[src/base64_stream_decoder_unit_assert.svh]
// ----------------------------------------------------------------------------
// base64_stream_decoder_unit_assert.svh
// Assertion macros shared by the front and queue modules. Each one expects clk and
// arst_n to be in scope at the point of use.
// ----------------------------------------------------------------------------
`ifndef BASE64_STREAM_DECODER_UNIT_ASSERT_SVH
`define BASE64_STREAM_DECODER_UNIT_ASSERT_SVH

// same-cycle implication
`define B64SD_ASSERT_NOW(lbl, ante, cons, msg) \
	lbl: assert property (@(posedge clk) disable iff (!arst_n) (ante) |-> (cons)) \
		else $error(msg);

// next-cycle implication
`define B64SD_ASSERT_NEXT(lbl, ante, cons, msg) \
	lbl: assert property (@(posedge clk) disable iff (!arst_n) (ante) |=> (cons)) \
		else $error(msg);

`endif

[src/b64sd_pkg.sv]
// ----------------------------------------------------------------------------
// b64sd_pkg
// Types, constants and the character classifier of the Base64 decoder.
// ----------------------------------------------------------------------------
`default_nettype none

package b64sd_pkg;

	localparam int unsigned QUEUE_DEPTH = 4;

	localparam logic [7:0] PAD_CHAR     = 8'h3D;
	localparam logic [6:0] SEXTET_PAD   = 7'd64;
	localparam logic [6:0] SEXTET_BAD   = 7'd65;
	localparam logic [1:0] GRP_LAST_POS = 2'd3;
	localparam logic [1:0] GRP_BYTES    = 2'd3;

	typedef struct packed {
		logic [7:0] char_code;
		logic       end_of_string;
	} char_t;

	typedef struct packed {
		logic [7:0] data_byte;
		logic       last;
		logic       error;
	} res_t;

	// one finished group: up to three bytes, or a single error result
	typedef struct packed {
		logic [23:0] word;
		logic [1:0]  count;
		logic        eos;
		logic        err;
	} grp_t;

	typedef struct packed {
		logic full;
		logic empty;
	} q_status_t;

	function automatic logic [6:0] classify(input logic [7:0] c);
		logic [6:0] v;
		v = SEXTET_BAD;
		if (c >= 8'h41 && c <= 8'h5A) v = 7'(c - 8'h41);
		else if (c >= 8'h61 && c <= 8'h7A) v = 7'(c - 8'h47);
		else if (c >= 8'h30 && c <= 8'h39) v = 7'(c + 8'd4);
		else if (c == 8'h2B) v = 7'd62;
		else if (c == 8'h2F) v = 7'd63;
		else if (c == PAD_CHAR) v = SEXTET_PAD;
		return v;
	endfunction

endpackage

`default_nettype wire

[src/b64sd_front.sv]
// ----------------------------------------------------------------------------
// b64sd_front
// Accepts characters, classifies them, checks padding and length, and
// collects groups of four sextets into queue entries.
// ----------------------------------------------------------------------------
`default_nettype none

`include "base64_stream_decoder_unit_assert.svh"

module b64sd_front (
	input  wire logic              clk,
	input  wire logic              arst_n,
	input  wire logic              char_valid,
	input  wire b64sd_pkg::char_t  char_data,
	input  wire logic              q_full,
	output logic                   char_stall,
	output logic                   push,
	output b64sd_pkg::grp_t        grp
);
	import b64sd_pkg::*;

	logic [1:0]  pos_q;
	logic [17:0] acc_q;
	logic [1:0]  pcnt_q;
	logic        pseen_q;
	logic        err_q;

	logic        accept;
	logic        eos;
	logic [6:0]  sextet;
	logic        bad;
	logic [1:0]  pc_n;
	logic        pseen_n;
	logic [5:0]  val;

	assign char_stall = q_full;
	assign accept     = char_valid && !char_stall;
	assign eos        = char_data.end_of_string;
	assign sextet     = classify(char_data.char_code);

	always_comb begin
		bad     = 1'b0;
		pc_n    = pcnt_q;
		pseen_n = pseen_q;
		val     = '0;
		priority if (err_q) begin
			bad = 1'b1;
		end else if (sextet == SEXTET_BAD) begin
			bad = 1'b1;
		end else if (sextet == SEXTET_PAD) begin
			if (pos_q < 2'd2) begin
				bad = 1'b1;
			end else begin
				pc_n    = pcnt_q + 2'd1;
				pseen_n = 1'b1;
			end
		end else begin
			if (pseen_q) bad = 1'b1;
			else val = sextet[5:0];
		end
		if (!bad) begin
			if (pos_q == GRP_LAST_POS) begin
				if (pseen_n && !eos) bad = 1'b1;
			end else if (eos) begin
				bad = 1'b1;
			end
		end
	end

	assign push = accept && ((bad && eos) || (!bad && pos_q == GRP_LAST_POS));

	always_comb begin
		if (bad) begin
			grp.word  = '0;
			grp.count = 2'd1;
			grp.eos   = 1'b1;
			grp.err   = 1'b1;
		end else begin
			grp.word  = {acc_q, val};
			grp.count = GRP_BYTES - pc_n;
			grp.eos   = eos;
			grp.err   = 1'b0;
		end
	end

	always_ff @(posedge clk or negedge arst_n) begin
		if (!arst_n) begin
			pos_q   <= '0;
			acc_q   <= '0;
			pcnt_q  <= '0;
			pseen_q <= 1'b0;
			err_q   <= 1'b0;
		end else if (accept) begin
			if (push) begin
				pos_q   <= '0;
				acc_q   <= '0;
				pcnt_q  <= '0;
				pseen_q <= 1'b0;
				err_q   <= 1'b0;
			end else if (bad) begin
				err_q <= 1'b1;
			end else begin
				pos_q   <= pos_q + 2'd1;
				acc_q   <= {acc_q[11:0], val};
				pcnt_q  <= pc_n;
				pseen_q <= pseen_n;
			end
		end
	end

	`B64SD_ASSERT_NOW(a_err_entry_single, push && grp.err, grp.count == 2'd1 && grp.eos, "error entry must be a single closing result")
	`B64SD_ASSERT_NEXT(a_eos_clears, accept && eos, pos_q == 2'd0 && !err_q && !pseen_q, "state not cleared at end of string")
	`B64SD_ASSERT_NEXT(a_err_holds, accept && err_q && !eos, err_q, "error flag dropped inside a string")
	`B64SD_ASSERT_NOW(a_count_range, push, grp.count != 2'd0, "queue entry with no bytes")

endmodule

`default_nettype wire

[src/b64sd_queue.sv]
// ----------------------------------------------------------------------------
// b64sd_queue
// Short queue of group entries between the front and back parts.
// ----------------------------------------------------------------------------
`default_nettype none

`include "base64_stream_decoder_unit_assert.svh"

module b64sd_queue #(
	parameter int unsigned DEPTH = b64sd_pkg::QUEUE_DEPTH
) (
	input  wire logic                clk,
	input  wire logic                arst_n,
	input  wire logic                push,
	input  wire b64sd_pkg::grp_t     wr_grp,
	input  wire logic                pop,
	output b64sd_pkg::grp_t          rd_grp,
	output b64sd_pkg::q_status_t     status
);
	import b64sd_pkg::*;

	localparam int unsigned AW = (DEPTH > 1) ? $clog2(DEPTH) : 1;
	localparam int unsigned CW = $clog2(DEPTH + 1);
	localparam logic [AW-1:0] LAST_IDX = AW'(DEPTH - 1);
	localparam logic [CW-1:0] FULL_CNT = CW'(DEPTH);

	grp_t          mem_q [DEPTH];
	logic [AW-1:0] wr_ptr_q;
	logic [AW-1:0] rd_ptr_q;
	logic [CW-1:0] cnt_q;

	assign status.full  = (cnt_q == FULL_CNT);
	assign status.empty = (cnt_q == '0);
	assign rd_grp       = mem_q[rd_ptr_q];

	always_ff @(posedge clk) begin
		if (push) mem_q[wr_ptr_q] <= wr_grp;
	end

	always_ff @(posedge clk or negedge arst_n) begin
		if (!arst_n) begin
			wr_ptr_q <= '0;
			rd_ptr_q <= '0;
			cnt_q    <= '0;
		end else begin
			if (push) wr_ptr_q <= (wr_ptr_q == LAST_IDX) ? '0 : wr_ptr_q + AW'(1);
			if (pop)  rd_ptr_q <= (rd_ptr_q == LAST_IDX) ? '0 : rd_ptr_q + AW'(1);
			if (push && !pop) cnt_q <= cnt_q + CW'(1);
			else if (pop && !push) cnt_q <= cnt_q - CW'(1);
		end
	end

	`B64SD_ASSERT_NOW(a_no_overflow, push, !status.full, "push into full queue")
	`B64SD_ASSERT_NOW(a_no_underflow, pop, !status.empty, "pop from empty queue")
	`B64SD_ASSERT_NEXT(a_count_up, push && !pop, cnt_q == $past(cnt_q) + CW'(1), "queue count lost a push")

endmodule

`default_nettype wire

[src/b64sd_back.sv]
// ----------------------------------------------------------------------------
// b64sd_back
// Unpacks queue entries into result bytes, one per cycle while res_stall is
// low, through an output register.
// ----------------------------------------------------------------------------
`default_nettype none

module b64sd_back (
	input  wire logic                 clk,
	input  wire logic                 arst_n,
	input  wire b64sd_pkg::grp_t      head,
	input  wire b64sd_pkg::q_status_t status,
	output logic                      pop,
	output logic                      res_valid,
	input  wire logic                 res_stall,
	output b64sd_pkg::res_t           res_data
);
	import b64sd_pkg::*;

	logic [1:0] idx_q;
	logic       res_valid_q;
	res_t       res_q;
	logic       load;
	logic       last_byte;
	logic [7:0] byte_sel;

	assign load      = !status.empty && (!res_valid_q || !res_stall);
	assign last_byte = (idx_q == head.count - 2'd1);
	assign pop       = load && last_byte;
	assign res_valid = res_valid_q;
	assign res_data  = res_q;

	always_comb begin
		unique case (idx_q)
			2'd0:    byte_sel = head.word[23:16];
			2'd1:    byte_sel = head.word[15:8];
			2'd2:    byte_sel = head.word[7:0];
			default: byte_sel = '0;
		endcase
	end

	always_ff @(posedge clk) begin
		if (load) begin
			res_q.data_byte <= head.err ? 8'd0 : byte_sel;
			res_q.last      <= head.eos && last_byte;
			res_q.error     <= head.err;
		end
	end

	always_ff @(posedge clk or negedge arst_n) begin
		if (!arst_n) begin
			idx_q       <= '0;
			res_valid_q <= 1'b0;
		end else begin
			if (!res_valid_q || !res_stall) res_valid_q <= !status.empty;
			if (load) idx_q <= last_byte ? 2'd0 : idx_q + 2'd1;
		end
	end

endmodule

`default_nettype wire

[src/base64_stream_decoder_unit.sv]
// Base64 decoder: one character accepted per cycle while char_stall is low.
// A group's bytes are written to the queue when its fourth character is
// accepted, then loaded into the output register; they follow one per cycle while res_stall is low.
// Throughput is set by the byte unpacker (one byte per cycle unless stalled,
// at most three per four characters) and a queue of QUEUE_DEPTH groups between the parts.
// Reset (arst_n low) clears group state, queue and output valid at once.
// ----------------------------------------------------------------------------
// base64_stream_decoder_unit
// Top level: front classifier, group queue and byte unpacker.
// ----------------------------------------------------------------------------
`default_nettype none

module base64_stream_decoder_unit #(
	parameter int unsigned QUEUE_DEPTH = b64sd_pkg::QUEUE_DEPTH
) (
	input  wire logic              clk,
	input  wire logic              arst_n,
	input  wire logic              char_valid,
	output logic                   char_stall,
	input  wire b64sd_pkg::char_t  char_data,
	output logic                   res_valid,
	input  wire logic              res_stall,
	output b64sd_pkg::res_t        res_data
);
	import b64sd_pkg::*;

	logic      push;
	logic      pop;
	grp_t      wr_grp;
	grp_t      rd_grp;
	q_status_t q_status;

	b64sd_front u_front (
		.clk        (clk),
		.arst_n     (arst_n),
		.char_valid (char_valid),
		.char_data  (char_data),
		.q_full     (q_status.full),
		.char_stall (char_stall),
		.push       (push),
		.grp        (wr_grp)
	);

	b64sd_queue #(
		.DEPTH (QUEUE_DEPTH)
	) u_queue (
		.clk    (clk),
		.arst_n (arst_n),
		.push   (push),
		.wr_grp (wr_grp),
		.pop    (pop),
		.rd_grp (rd_grp),
		.status (q_status)
	);

	b64sd_back u_back (
		.clk       (clk),
		.arst_n    (arst_n),
		.head      (rd_grp),
		.status    (q_status),
		.pop       (pop),
		.res_valid (res_valid),
		.res_stall (res_stall),
		.res_data  (res_data)
	);

endmodule

`default_nettype wire

[config.mk]
export PLATFORM = sky130hd
export DESIGN_NAME = base64_stream_decoder_unit
export DESIGN_NICKNAME = d
export VERILOG_FILES = /design/src/b64sd_pkg.sv /design/src/b64sd_front.sv /design/src/b64sd_queue.sv /design/src/b64sd_back.sv /design/src/base64_stream_decoder_unit.sv
export VERILOG_INCLUDE_DIRS = /design/src /design/src/src
export SDC_FILE = /design/constraint.sdc
export NUM_CORES = 1
export LEC_CHECK = 0
export BUFFER_PORTS_ARGS = -buffer_cell sky130_fd_sc_hd__buf_2
export CORE_MARGIN = 1.5
export CORE_UTILIZATION = 45
export CTS_BUF_LIST = sky130_fd_sc_hd__clkbuf_2 sky130_fd_sc_hd__clkbuf_4 sky130_fd_sc_hd__clkbuf_8
export CTS_CLUSTER_DIAMETER = 50
export DETAILED_ROUTE_END_ITERATION = 12
export HOLD_SLACK_MARGIN = 0.06
export SKIP_CTS_REPAIR_TIMING = 1
export SLEW_MARGIN = 25
export SYNTH_ARGS = -nofsm -noshare
export SYNTH_HDL_FRONTEND = slang
export SYNTH_SLANG_ARGS = --single-unit
export TNS_END_PERCENT = 1
[constraint.sdc]
create_clock -name clk -period 4.3 [get_ports clk]
set_clock_uncertainty 0.05 [all_clocks]
set_input_delay 0.215 -clock clk [delete_from_list [all_inputs] [get_ports clk]]
set_output_delay 0.215 -clock clk [all_outputs]
set_load 0.05 [all_outputs]
== Yosys cells after proc, flatten, opt, wreduce, memory -nomap -nowiden ==
Memory sizes are Yosys's and may differ from the RTL's.
Cells that the tools add are included.
Widths: inputs -> output; s select.
Cells by class
  $add $sub $neg: 12
  magnitude comparators: 7
  equal/unequal tests: 13
  muxes and demuxes: 46
  reduce and logical (&&, ||, !) cells: 29
Operator list (count)
  $mux 18: 2
  $mux 7: 5
  $mux 28: 1
  $eq 8x6->1 const B: 3
  $mux 6: 4
  $pmux 8 s3: 1
  $mux 2: 11
  $mux 1: 20
  $ge 8x7->1 const B: 2
  $le 8x7->1 const B: 2
  $eq 7x7->1 const B: 2
  $sub 7x7->7 const B: 2
  $logic_and 1x1->1: 13
  $add 2x1->2 const B: 5
  $eq 2x2->1 const B: 4
  $ge 8x6->1 const B: 1
  $le 8x6->1 const B: 1
  $logic_not 1->1: 8
  $add 7x3->7 const B: 1
  $mux 3: 2
  $reduce_and 2->1: 2
  $reduce_bool 2->1: 2
  $add 3x1->3 const B: 1
  $eq 3x3->1 const B: 1
  other kinds (10): 11
Word-level totals
  bits in registers: 44
  bits in writable memories: 112
  input bits: 13
  output and inout port bits: 12
  word-level logic and storage cells: 121
  memories kept: 1
Memories
  u_queue.mem_q: words 4, bits a word 28, rd ports 1, clocked after memory_dff 0, wr ports 1, line b64sd_queue.sv:27  | grp_t mem_q [DEPTH];

== Longest topological paths before layout ==
Gate-level depths: netlist (run 1).
  depth after elaboration: 23
  depth in mapped cells: 15
  depth with buffers taken out: 14

== Modules after synthesis ==
From an unflattened synthesis (run 1), not the netlist that was laid out.
Second synthesis, totals
  cells, all modules: 496
  area, all modules: 7309.5 sq um
Modules (own cells, without submodules)
  b64sd_queue: instances 1, cells an instance 183, area each 4458.0 sq um, seq. area each 3538.4 sq um
  b64sd_front: instances 1, cells an instance 251, area each 2145.8 sq um, seq. area each 600.6 sq um
  b64sd_back: instances 1, cells an instance 62, area each 705.7 sq um, seq. area each 375.4 sq um

== Worst setup path before layout (run 1) ==
OpenSTA, ideal clock, no wires.
  path type: flip-flop to flip-flop
  start: register u_queue.cnt_q[0]
  end: register u_queue.cnt_q[1]
  setup time: 0.125 ns
  data arrival time: 2.970 ns
  data required time: 4.125 ns
  slack: 1.155 ns
  stages on the path, launching flop included: 8
  buffers on the path: 0
  clock period less this slack: 3.145 ns
  cells stage by stage: dfrtp_1 > nor3b_1 > nand2b_1 > nor2_2 > ha_1 > inv_1 > fa_1 > mux2_2
Between the ends
  cells in the longest elaborated chain, start to end: 7
  elaborated cells between the ends (all ways): 17
  those cells by class: add/sub (2); eq/ne (1); mux (2); reduce/logical (12)
Ends and longest elaborated chain
  start: declaration: line b64sd_queue.sv:30  | logic [CW-1:0] cnt_q;
  start signal: assignment: line b64sd_queue.sv:48  | if (push && !pop) cnt_q <= cnt_q + CW'(1);
  start signal: assignment: line b64sd_queue.sv:49  | else if (pop && !push) cnt_q <= cnt_q - CW'(1);
  $eq 3x3->1 (*): line b64sd_queue.sv:32  | assign status.full = (cnt_q == FULL_CNT);
  net char_stall: line base64_stream_decoder_unit.sv:19  | output logic char_stall,
  $logic_not 1->1 (*): line b64sd_front.sv:37  | assign accept = char_valid && !char_stall;
  $logic_and 1x1->1 (*): line b64sd_front.sv:37
  $logic_and 1x1->1 (*): line b64sd_front.sv:70  | assign push = accept && ((bad && eos) || (!bad && pos_q == GRP_LAST_POS));
  net push: line base64_stream_decoder_unit.sv:27  | logic push;
  $logic_not 1->1: line b64sd_queue.sv:49
  $logic_and 1x1->1: line b64sd_queue.sv:49
  $reduce_bool 2->1 (no line)
Mark *: on every way through the listed nets, which the timed path passes. The rest lies on a longest branch. The select of a mux whose other input is x is not followed.
A chain may end at the register's enable or synchronous reset.

== Final worst setup path (run 1) ==
  start: register u_queue.rd_ptr_q[0]
  end: register u_queue.cnt_q[2]
Between the ends
  cells in the longest elaborated chain, start to end: 7
  elaborated cells between the ends (all ways): 9
  those cells by class: add/sub (1); eq/ne (1); mux (1); reduce/logical (5); memory (1)
Ends and longest elaborated chain
  start: declaration: line b64sd_queue.sv:29  | logic [AW-1:0] rd_ptr_q;
  start signal: assignment: line b64sd_queue.sv:47  | if (pop) rd_ptr_q <= (rd_ptr_q == LAST_IDX) ? '0 : rd_ptr_q + AW'(1);
  $mem_v2 4x28 (*)
  $sub 2x1->2 (*): line b64sd_back.sv:28  | assign last_byte = (idx_q == head.count - 2'd1);
  $eq 2x2->1 (*): line b64sd_back.sv:28
  $logic_and 1x1->1 (*): line b64sd_back.sv:29  | assign pop = load && last_byte;
  $logic_not 1->1: line b64sd_queue.sv:48
  $logic_and 1x1->1: line b64sd_queue.sv:48
  $mux 3 or $reduce_bool 2->1 (tied branches)
Every way passes the cells marked *; elsewhere a longest branch is shown, timed or not.

==> metrics.log, run 1 <==
INFO  metric vias_per_cell = 5.69
INFO  metric crit-reg2reg-capture = u_queue.cnt_q[2]$_DFFE_PN0P_
INFO  metric netlist.area_leader.share = 0.527
INFO  metric maxCapViolations = 0
INFO  metric vdd_drop_max = 0.271 mV
INFO  metric post-dp-hpwl = ~8.5 mm
INFO  metric setup_repair_after_global_routing_missed_its_margin = false
INFO  metric nets = 503
INFO  metric timing_worst_setup_path_type = flop to flop
INFO  metric ys_top_cells_by_area = sky130_fd_sc_hd__edfxtp_1 53%, sky130_fd_sc_hd__dfrtp_1 12%, sky130_fd_sc_hd__mux4_2 9.1%
INFO  metric worstHoldStart = char_valid
INFO  metric cts-buffers-inserted = 17
INFO  metric grt_start_max_net_pins = 35
INFO  metric syn_area_per_cell = 15.8 sq um
INFO  metric postSynthNetCount = 473
INFO  metric hold_path_depth = 3
INFO  metric syn-instance-count = 440
INFO  metric max_slew_margin = 0.339
INFO  metric cts_tree = yes
INFO  metric min_delay_worst_endpoint = u_front.err_q$_DFFE_PN0P_
INFO  metric globalplace.congestion = 0.955
INFO  metric worstSetupStartpointType = flop
INFO  metric reg2reg_slack = around 1300 ps
INFO  metric cp_slowest_cell = sky130_fd_sc_hd__mux4_2
INFO  metric vias = 3818
INFO  metric route.final.wire_length = around 13 mm
INFO  metric yosysTopAreaCell = sky130_fd_sc_hd__edfxtp_1
INFO  metric worst_path_cell_chain = mux4_2, xnor2_1, nor2_1, a22oi_1, nand2b_1, ha_1, inv_1, fa_1, xor2_1, nor2_1, xor2_1
INFO  metric antenna_cells = 0
INFO  metric report.final.slew_viol_count = 0
INFO  metric grt_usage = 0.184
INFO  metric hold_path_class = input pin to flop
INFO  metric cp_data_required_time = 4620 ps
INFO  metric asyncSetResetFlopFracSynth = 0.218
INFO  metric placement.io_buffers = 24
INFO  metric yosysWarnings = 0
INFO  metric grt-ovfl-total = 0
INFO  metric setup_tns = 0 ps
INFO  metric tritoncts_num_sinks = 156
INFO  metric routedWlPerCell = ~20 um
INFO  metric post_dp_cell_area = 0.00723 sq mm
INFO  metric cellLeakagePower = about 0.0028 uW
INFO  metric synth_sequential_area_ratio = 0.650
INFO  metric max_freq = 0.330 GHz
INFO  metric antenna_found_initial = 0
INFO  metric drt_iter0_markers = 313
INFO  metric clk_root_buffer_cell = sky130_fd_sc_hd__clkbuf_8
INFO  metric power_density = 569 mW/mm^2
INFO  metric htree_levels = 4
INFO  metric regToRegStartpoint = u_queue.rd_ptr_q[0]$_DFFE_PN0P_
INFO  metric number_of_nets_still_failing_antenna_checks_after_routing = 0
INFO  metric floorplan.die_area = roughly 0.016 sq mm
INFO  metric hold_violations = 0
INFO  metric placeableCoreArea = 0.0151 sq mm
INFO  metric finalCriticalPeriod = 3030 ps
INFO  metric cp.arrival = 3350 ps
INFO  metric area_of_all_placed_cells_without_fillers = 0.00766 sq mm
INFO  metric die_w = 127 um
INFO  metric post_synth_instance_area = 0.00695 sq mm
INFO  metric row_count = 45
INFO  metric drt_first_pass_iters = 7
INFO  metric critical_path.max_fanout = 4
INFO  metric layout-drive-gt1-share = 0.222
INFO  metric path_buf_inv = 1
INFO  metric worst_path_largest_cell_delay = around 530 ps
INFO  metric clk_latency = 440 ps
INFO  metric timing_worst_slew_pin_value = 991 ps
INFO  metric critical_path_depth = 11
INFO  metric synth.ff_latch_count = 156
INFO  metric die_h = between 100 and 150 um
INFO  metric area_growth = 10.2%
INFO  metric cts_buffer_depth = 2
INFO  metric grt_pass1_vias = just under 4000
INFO  metric floorplan.initialDensity = 0.459
INFO  metric io-pin-count = 25
INFO  metric worst_r2r_path_depth = 11
INFO  metric worstSetupEndpointType = flop
INFO  metric path_delay_family = adder cells
INFO  metric period_share = 0.705
INFO  metric drt_drc_violations_left = 0
INFO  metric path_clk_slew = ~80 ps
INFO  metric report.final.setup_viol = 0
INFO  metric number_of_enable_type_register_cells_in_the_synthesized_netlist = ~120
INFO  metric run_status = finished clean
INFO  metric synth.distinct_cells = 61
INFO  metric grt_pass1_wl = 21.9 mm
INFO  metric synth_top_flop_cell = sky130_fd_sc_hd__edfxtp_1
stage by stage:
step                      cells  total power, uW  worst slack [ps]  utilization  hold WS, ps
after detailed placement    637             3310               821        0.478          324
after global placement      637             3280               869        0.478          318
after CTS                   669             4420              1260        0.504         -173
final                       671             4360              1270        0.505          123
after global routing        671             4590               980        0.505          126
after floorplan             440             2960              1160            -         -131
how the worst max path moves through the flow:
stage | from | end | slack [ps]
2_1_floorplan | u_queue.cnt_q[0]$_DFFE_PN0P_ | u_queue.cnt_q[1]$_DFFE_PN0P_ | 1160
3_3_place_gp | char_data[3] | u_queue.mem_q[0][2]$_DFFE_PP_ | 870
3_5_place_dp | char_data[3] | u_queue.mem_q[0][2]$_DFFE_PP_ | 820
4_1_cts | u_queue.rd_ptr_q[0]$_DFFE_PN0P_ | u_queue.cnt_q[2]$_DFFE_PN0P_ | 1260
5_1_grt | char_data[3] | u_queue.cnt_q[2]$_DFFE_PN0P_ | 980
6_report | u_queue.rd_ptr_q[0]$_DFFE_PN0P_ | u_queue.cnt_q[2]$_DFFE_PN0P_ | 1270
cells in the final DEF (no fill, tap or decap), types with 7 or more instances in the layout:
cell and instances:
sky130_fd_sc_hd__nor2_1 15, sky130_fd_sc_hd__a21oi_1 18, sky130_fd_sc_hd__clkbuf_8 17, sky130_fd_sc_hd__nand2b_1 10, sky130_fd_sc_hd__a22oi_1 9, sky130_fd_sc_hd__ha_1 19
sky130_fd_sc_hd__nand2_1 17, sky130_fd_sc_hd__mux4_2 28, sky130_fd_sc_hd__and2_1 25, sky130_fd_sc_hd__buf_4 7, sky130_fd_sc_hd__a22o_1 16, sky130_fd_sc_hd__edfxtp_1 122
sky130_fd_sc_hd__dfrtp_1 33, sky130_fd_sc_hd__buf_2 24, sky130_fd_sc_hd__inv_1 9, sky130_fd_sc_hd__nor3_1 7
power by group:
part           leakage [uW]  switching, uW  internal (uW)
clock              0.000195            517            588
combinational      0.000994            799            493
sequential          0.00158            101           1860
cells in the mapped netlist, drive strengths merged, types with 6 or more instances:
cell type,count
nor3,9
nand2b,10
a22o,16
a21oi,19
ha,19
nor2,16
dfrtp,34
inv,13
mux4,28
a22oi,10
o21ai,8
and2,25
edfxtp,122
nand2,17
nand3,6
buf,17
cells by family (layout without fill, tap and decap cells):
| kind of cell | count (synthesis) | after routing | share of synthesized area |
|---|---|---|---|
| adders and majority gates | 20 | 20 | 0.0371 |
| DFF | 156 | 156 | 0.650 |
| buffers and inverters | 35 | 78 | 0.0250 |
| muxes | 34 | 34 | 0.101 |
| xor gates and xnor gates | 9 | 9 | 0.0113 |
| AOI/OAI and AO/OA | 84 | 84 | 0.0909 |
| and+or+nand+nor | 102 | 102 | 0.0852 |
final cells by class:
class | instances | area (sq um)
Sequential cell | 156 | 4520
Timing Repair Buffer | 33 | 193
Fill cell | 1260 | 7490
Clock inverter | 12 | 146
Multi-Input combinational cell | 249 | 2260
Inverter | 13 | 48.8
Clock buffer | 20 | 256
Tap cell | 188 | 235
worst min-delay path, delay by kind of cell:
kind,cells,cell delay (ps)
and+or+nand+nor,1,150
buffers and inverters,1,100
AOI/OAI and AO/OA,1,110
routing by layer:
layer / track usage / part of all wire
met1: 0.245 / 0.44
met2: 0.301 / 0.51
met3: 0.0352 / 0.031
met4: 0.0749 / 0.017
met5: 0 / 0
state kept, by name, summed over array words and instances, names as in the netlist:
register          cells
u_queue.mem_q       112
u_front.acc_q        18
u_back.res_data      10
u_queue.cnt_q         3
u_back.idx_q          2
u_front.pcnt_q        2
u_front.pos_q         2
u_queue.rd_ptr_q      2
u_queue.wr_ptr_q      2
u_back.res_valid      1
u_front.err_q         1
u_front.pseen_q       1
Note: power is estimated with default switching activity, not from simulation.
==> run 2, diff against run 1 <==
==> constraint.sdc (replaced) <==
create_clock -name clk -period 3.03 [get_ports clk]
set_clock_uncertainty 0.05 [all_clocks]
set_input_delay 0.1515 -clock clk [delete_from_list [all_inputs] [get_ports clk]]
set_output_delay 0.1515 -clock clk [all_outputs]
set_load 0.05 [all_outputs]
==> run 2 against run 1 <==
Wire length up 1.0%. Worst hold slack worse by 56 ps. Setup slack worse by 1000 ps. Fmax up 9.2%. Die area unchanged. Sequential share of layout area down 1.2 points.
==> metrics.log, run 2 (same netlist as run 1, synthesis figures left out) <==
INFO  metric run_status = finished clean
INFO  metric crit_path_end = u_queue.cnt_q[2]$_DFFE_PN0P_
INFO  metric power.share.combinational = 0.298 (+0.002)
INFO  metric grt_start_max_net_pins = 35 (unchanged)
INFO  metric layout-drive-gt1-share = 0.243 (+0.0219)
INFO  metric registers.top_by_ff_count = u_queue.mem_q
INFO  metric placeableCoreArea = 0.0151 sq mm (unchanged)
INFO  metric power_frac_clock = 0.259 (+0.006)
INFO  metric cp_slowest_cell = sky130_fd_sc_hd__mux4_2
INFO  metric crit-reg2reg-capture = u_queue.cnt_q[2]$_DFFE_PN0P_
INFO  metric worstSetupEndpointType = flop
INFO  metric hold_path_class = input pin to flop
INFO  metric vias = 3845 (+0.71%)
INFO  metric post-place-ws = 97.3 ps (-724 ps)
INFO  metric critical_path.max_fanout = 4 (unchanged)
INFO  metric hold_violations = 0 (unchanged)
INFO  metric row_count = 45 (unchanged)
INFO  metric globalplace.congestion = 0.842 (-12%)
INFO  metric drt_drc_violations_left = 0 (unchanged)
INFO  metric cp.arrival = 3080 ps (-270 ps)
INFO  metric area_growth = 12.5%
INFO  metric netsw = 2070 uW (+46%)
INFO  metric largest_register_ff_count = 112 (unchanged)
INFO  metric reg2reg_slack = 250 ps (-1010 ps)
INFO  metric worstSetupStartpointType = flop
INFO  metric vias_per_cell = 5.65 (-0.77%)
INFO  metric die_h = 127 um (unchanged)
INFO  metric worst_path_largest_cell_delay = 520 ps (about the same)
INFO  metric placement.io_buffers = 24 (unchanged)
INFO  metric maxCapViolations = 0 (unchanged)
INFO  metric max_slew_margin = 0.455 (+0.115)
INFO  metric startpoint = u_queue.rd_ptr_q[0]$_DFFE_PN0P_
INFO  metric power.share.sequential = 0.443 (-0.007)
INFO  metric io-pin-count = 25 (unchanged)
INFO  metric period_share = 0.916 (+0.211)
INFO  metric grt-ovfl-total = 0 (unchanged)
INFO  metric grt_pass1_vias = 4065 (+2.9%)
INFO  metric nets = 513 (+2.0%)
INFO  metric power.switching_fraction = 0.329 (+0.00402)
INFO  metric cp_data_required_time = 3340 ps (-1280 ps)
INFO  metric worst_r2r_path_depth = 11 (unchanged)
INFO  metric antenna_cells = 0 (unchanged)
INFO  metric setup_tns = 0 ps (unchanged)
INFO  metric vdd_drop_max = 0.342 mV (+26%)
INFO  metric cts-buffers-inserted = 17 (unchanged)
INFO  metric fill_cells = 1257 (-0.24%)
INFO  metric routedWlPerCell = 20.0 um (-0.44%)
INFO  metric route.final.wire_length = 13.6 mm (+1.0%)
INFO  metric htree_levels = 4 (unchanged)
INFO  metric number_of_nets_still_failing_antenna_checks_after_routing = 0 (unchanged)
INFO  metric fin_ws = 254 ps (-1010 ps)
INFO  metric worst_path_cell_chain = mux4_2, xnor2_1, nor2_1, a22oi_1, nand2b_2, ha_1, inv_1, fa_1, xor2_1, nor2_1, xor2_1
INFO  metric clk_root_buffer_cell = sky130_fd_sc_hd__clkbuf_8
INFO  metric regToRegStartpoint = u_queue.rd_ptr_q[0]$_DFFE_PN0P_
INFO  metric path_clk_slew = 90 ps (about the same)
INFO  metric floorplan.die_area = 0.0162 sq mm (unchanged)
INFO  metric mostFrequentLayoutCells = 122 x sky130_fd_sc_hd__edfxtp_1, 33 x sky130_fd_sc_hd__dfrtp_1, 28 x sky130_fd_sc_hd__mux4_2
INFO  metric clk_latency = 430 ps (about the same)
INFO  metric cellInternalPower = 4220 uW (+43%)
INFO  metric power_density = 805 mW/mm^2 (+41%)
INFO  metric timing_worst_slew_pin_value = 818 ps (-173 ps)
INFO  metric hold_path_depth = 3 (unchanged)
INFO  metric cellLeakagePower = 0.00284 uW (+2.6%)
INFO  metric grt_pass1_wl = 22.5 mm (+2.5%)
INFO  metric drt_iter0_markers = 380 (+21%)
INFO  metric antenna_found_initial = 0 (unchanged)
INFO  metric tritoncts_num_sinks = 156 (unchanged)
INFO  metric mostFrequentLayoutCell = sky130_fd_sc_hd__edfxtp_1
INFO  metric grt_usage = 0.185 (+0.000441)
INFO  metric cts_tree = yes
INFO  metric setup_repair_after_global_routing_missed_its_margin = false
INFO  metric floorplan.initialDensity = 0.459 (unchanged)
INFO  metric report.final.slew_viol_count = 0 (unchanged)
INFO  metric post-dp-hpwl = 8.72 mm (+2.1%)
INFO  metric finalCriticalPeriod = 2780 ps (-255 ps)
INFO  metric timing_worst_setup_path_type = flop to flop
INFO  metric drt_first_pass_iters = 5 (-2)
INFO  metric max_freq = 0.360 GHz (+9.2%)
INFO  metric die_w = 127 um (unchanged)
INFO  metric report.final.setup_viol = 0 (unchanged)
INFO  metric cts_buffer_depth = 2 (unchanged)
==> run 2: changes by cell type in the layout (fill, tap and decap cells not counted), sizes merged <==
cell	delta
inv	+5
buf	+10
clkinv	-2
clkbuf	-3
==> run 2: area by class of cell <==
| class | count | area (sq um) | share of cell area |
|---|---|---|---|
| flip-flops and latches | 156 | 4520 | 0.578 |
| multi-input cells | 249 | 2270 | 0.290 |
| repair buffers | 43 | 330 | 0.0423 |
| well taps | 188 | 235 | 0.0301 |
| clock buffers | 17 | 234 | 0.0299 |
| clock inverters | 15 | 184 | 0.0235 |
| inverters | 13 | 48.8 | 0.00624 |
==> run 2: power groups by stage <==
stage,logic (uW),registers [uW],clock network [uW]
after floorplan,1170,3030,0
after CTS,1920,2790,1670
after detailed placement,1910,2830,0
after global routing,2060,2820,1760
after global placement,1890,2820,0
final,1880,2790,1630
==> run 2: critical path, delay by kind of cell (launching register included) <==
| kind | cells | cell delay [ps] |
|---|---|---|
| buffers and inverters | 1 | 60 |
| flip-flops | 1 | 420 |
| adder cells (fa/ha/maj) | 2 | 560 |
| multiplexers | 1 | 520 |
| AO/OA/AOI/OAI | 1 | 200 |
| AND/OR/NAND/NOR | 3 | 380 |
| XOR/XNOR | 3 | 510 |
==> run 2: how the worst min path moves through the flow <==
stage | start | end | slack (ps)
floorplan | arst_n | u_back.idx_q[0]$_DFFE_PN0P_ | -190
global placement | arst_n | u_queue.cnt_q[0]$_DFFE_PN0P_ | 240
detailed placement | arst_n | u_queue.cnt_q[0]$_DFFE_PN0P_ | 250
CTS | arst_n | u_queue.wr_ptr_q[1]$_DFFE_PN0P_ | -240
global route | char_valid | u_front.err_q$_DFFE_PN0P_ | 90
finish | char_valid | u_front.err_q$_DFFE_PN0P_ | 70
==> run 2: routing by layer <==
metal	wire length, um	global-route usage	vias to the layer above
met5	0	0	-
met1	6420	0.257	1956
met4	124	0.0455	0
met2	6590	0.300	82
met3	490	0.0402	10
li1	-	-	1797
==> run 2: stage by stage <==
stage                     hold slack, ps  cell area [sq um]  power, uW   util  std cells
after detailed placement             252               7380       4740  0.487        647
after floorplan                     -194               6950       4200      -        440
after global routing                91.4               7820       6640  0.516        681
after global placement               237               7380       4710  0.487        647
final                               67.5               7820       6290  0.516        681
after CTS                           -237               7790       6370  0.515        679
==> run 3, diff against run 2 <==
--- a/config.mk
+++ b/config.mk
@@ -7,12 +7,15 @@
 export NUM_CORES = 1
 export LEC_CHECK = 0
 export BUFFER_PORTS_ARGS = -buffer_cell sky130_fd_sc_hd__buf_2
+export CELL_PAD_IN_SITES_DETAIL_PLACEMENT = 1
+export CELL_PAD_IN_SITES_GLOBAL_PLACEMENT = 2
 export CORE_MARGIN = 1.5
-export CORE_UTILIZATION = 45
+export CORE_UTILIZATION = 43
 export CTS_BUF_LIST = sky130_fd_sc_hd__clkbuf_2 sky130_fd_sc_hd__clkbuf_4 sky130_fd_sc_hd__clkbuf_8
 export CTS_CLUSTER_DIAMETER = 50
 export DETAILED_ROUTE_END_ITERATION = 12
 export HOLD_SLACK_MARGIN = 0.06
+export PLACE_DENSITY_LB_ADDON = 0.1
 export SKIP_CTS_REPAIR_TIMING = 1
 export SLEW_MARGIN = 25
 export SYNTH_ARGS = -nofsm -noshare
==> constraint.sdc (replaced) <==
create_clock -name clk -period 2.5 [get_ports clk]
set_clock_uncertainty 0.05 [all_clocks]
set_input_delay 0.125 -clock clk [delete_from_list [all_inputs] [get_ports clk]]
set_output_delay 0.125 -clock clk [all_outputs]
set_load 0.05 [all_outputs]
==> run 3 against run 2 <==
The run now ends with setup timing left. Clock power rose by 14%. Combinational power rose by 34%. Highest routed layer unchanged. Critical path type unchanged. Largest power group unchanged. Utilization is 0.32 points higher. Cell count increased by 9.3%. Non-clock buffer count grew 35. Fmax is 4.6% higher. First-iteration DRC count is 55% lower. Register-to-register slack worse by 410 ps. Largest cell class unchanged. Global-route usage grew 0.89 points.
==> metrics.log, run 3 (same netlist as run 1, synthesis figures left out) <==
INFO  metric run_status = finished with violations
INFO  metric violations_in_the_final_reports = setup timing
INFO  metric post-place-ws = -344 ps (-441 ps)
INFO  metric finalCriticalPeriod = 2650 ps (-123 ps)
INFO  metric hold_path_depth = 2 (-1)
INFO  metric floorplan.die_area = 0.0169 sq mm (+4.5%)
INFO  metric grt_pass1_wl = 24.0 mm (+6.8%)
INFO  metric worst_r2r_path_depth = 11 (unchanged)
INFO  metric final_core_util = 0.519 (+0.00322)
INFO  metric largest_register_ff_count = 112 (unchanged)
INFO  metric cts_buffer_depth = 2 (unchanged)
INFO  metric floorplan.initialDensity = 0.439 (-0.0198)
INFO  metric placeableCoreArea = 0.0158 sq mm (+4.5%)
INFO  metric worstSetupStartpointType = flop
INFO  metric layout-drive-gt1-share = 0.324 (+0.0805)
INFO  metric mostFrequentLayoutCells = 122 x sky130_fd_sc_hd__edfxtp_1, 45 x sky130_fd_sc_hd__buf_4, 33 x sky130_fd_sc_hd__dfrtp_1
INFO  metric tritoncts_num_sinks = 156 (unchanged)
INFO  metric drt_drc_violations_left = 0 (unchanged)
INFO  metric drt_iter0_markers = 171 (-55%)
INFO  metric registers.top_by_ff_count = u_queue.mem_q
INFO  metric setup_repair_after_global_routing_missed_its_margin = true
INFO  metric mostFrequentLayoutCell = sky130_fd_sc_hd__edfxtp_1
INFO  metric grt_usage = 0.194 (+0.00889)
INFO  metric startpoint = u_queue.rd_ptr_q[0]$_DFFE_PN0P_
INFO  metric die_h = 130 um (+2.2%)
INFO  metric route.final.wire_length = 15.0 mm (+10%)
INFO  metric timing_worst_slew_pin_value = 875 ps (+56.9 ps)
INFO  metric cellLeakagePower = 0.00303 uW (+6.7%)
INFO  metric die_w = 130 um (+2.2%)
INFO  metric grt-ovfl-total = 0 (unchanged)
INFO  metric worstSetupEndpointType = flop
INFO  metric row_count = 46 (+2.2%)
INFO  metric fin_ws = -153 ps (-407 ps)
INFO  metric post-dp-hpwl = 10.1 mm (+16%)
INFO  metric worstHoldStart = char_data[0]
INFO  metric globalplace.congestion = 0.816 (-3.1%)
INFO  metric cp.arrival = 2960 ps (-120 ps)
INFO  metric regToRegStartpoint = u_queue.rd_ptr_q[0]$_DFFE_PN0P_
INFO  metric period_share = 1.06 (+0.145)
INFO  metric report.power.total = 7760 uW (+23%)
INFO  metric nets = 548 (+6.8%)
INFO  metric report.final.slew_viol_count = 0 (unchanged)
INFO  metric antenna_cells = 0 (unchanged)
INFO  metric cts_tree = yes
INFO  metric placement.io_buffers = 24 (unchanged)
INFO  metric clk_latency = 430 ps (about the same)
INFO  metric clk_root_buffer_cell = sky130_fd_sc_hd__clkbuf_8
INFO  metric area_growth = 18.3%
INFO  metric vdd_drop_max = 0.431 mV (+26%)
INFO  metric path_clk_slew = 80 ps (about the same)
INFO  metric hold_ws = 115 ps (+47.6 ps)
INFO  metric grt_pass1_vias = 4335 (+6.6%)
INFO  metric io-pin-count = 25 (unchanged)
INFO  metric vias = 4004 (+4.1%)
INFO  metric critical_path.max_fanout = 3 (-1)
INFO  metric vias_per_cell = 5.38 (-4.7%)
INFO  metric report.final.setup_viol = 2 (+2)
INFO  metric htree_levels = 4 (unchanged)
INFO  metric hold_path_class = input pin to flop
INFO  metric number_of_nets_still_failing_antenna_checks_after_routing = 0 (unchanged)
INFO  metric antenna_found_initial = 0 (unchanged)
INFO  metric power_density = 944 mW/mm^2 (+17%)
INFO  metric hold_violations = 0 (unchanged)
INFO  metric fill_cells = 1538 (+22%)
INFO  metric grt_start_max_net_pins = 35 (unchanged)
INFO  metric drt_first_pass_iters = 5 (unchanged)
INFO  metric max_freq = 0.377 GHz (+4.6%)
INFO  metric setup_tns = -252 ps (-252 ps)
INFO  metric routedWlPerCell = 20.2 um (+1.0%)
INFO  metric max_slew_margin = 0.417 (-0.0380)
INFO  metric maxCapViolations = 0 (unchanged)
INFO  metric cp_data_required_time = 2810 ps (-530 ps)
INFO  metric timing_worst_setup_path_type = flop to flop
INFO  metric cts-buffers-inserted = 17 (unchanged)
==> run 3: worst paths after layout <==
path | endpoint | slack, ps
max | u_queue.cnt_q[2]$_DFFE_PN0P_ | -150
min | u_queue.mem_q[1][1]$_DFFE_PP_ | 120
max reg2reg | u_queue.cnt_q[2]$_DFFE_PN0P_ | -150
min reg2reg | u_front.acc_q[14]$_DFFE_PN0P_ | 450
max in group asynchronous | u_queue.rd_ptr_q[0]$_DFFE_PN0P_ | 1480
min in group asynchronous | u_back.idx_q[0]$_DFFE_PN0P_ | 320
==> run 3: worst max-delay path: stages, from the launching register on <==
cell and delay [ps]:
sky130_fd_sc_hd__dfrtp_2 390, sky130_fd_sc_hd__mux4_2 540, sky130_fd_sc_hd__xnor2_2 210, sky130_fd_sc_hd__nor2_1 70, sky130_fd_sc_hd__a22oi_2 210, sky130_fd_sc_hd__nand2b_4 180
sky130_fd_sc_hd__ha_4 130, sky130_fd_sc_hd__inv_2 30, sky130_fd_sc_hd__fa_2 320, sky130_fd_sc_hd__xor2_1 150, sky130_fd_sc_hd__nor2_1 120, sky130_fd_sc_hd__xor2_1 170
==> run 3: stage by stage <==
| step | area (sq um) | std cells |
|---|---|---|
| after floorplan | 7080 | 440 |
| after global placement | 7770 | 708 |
| after detailed placement | 7770 | 708 |
| after CTS | 8170 | 740 |
| after global routing | 8220 | 744 |
| final | 8220 | 744 |
==> run 3: cell type report <==
class	count	area, sq um	area share
sequential	156	4520	0.549
multi-input combinational	249	2370	0.288
timing repair buffer	78	608	0.0740
tap	216	270	0.0329
clock buffer	17	234	0.0285
clock inverter	15	165	0.0201
inverter	13	58.8	0.00715
==> run 3: where the power goes <==
part | switching, uW | internal (uW)
clock network | 959 | 904
logic | 1460 | 1060
registers | 180 | 3200
==> run 3: routing by layer <==
layer,GRT usage,vias up,share of wire
li1,-,1857,-
met3,0.0398,14,0.026
met2,0.331,64,0.52
met1,0.249,2069,0.44
met5,0,-,0
met4,0.0582,0,0.012
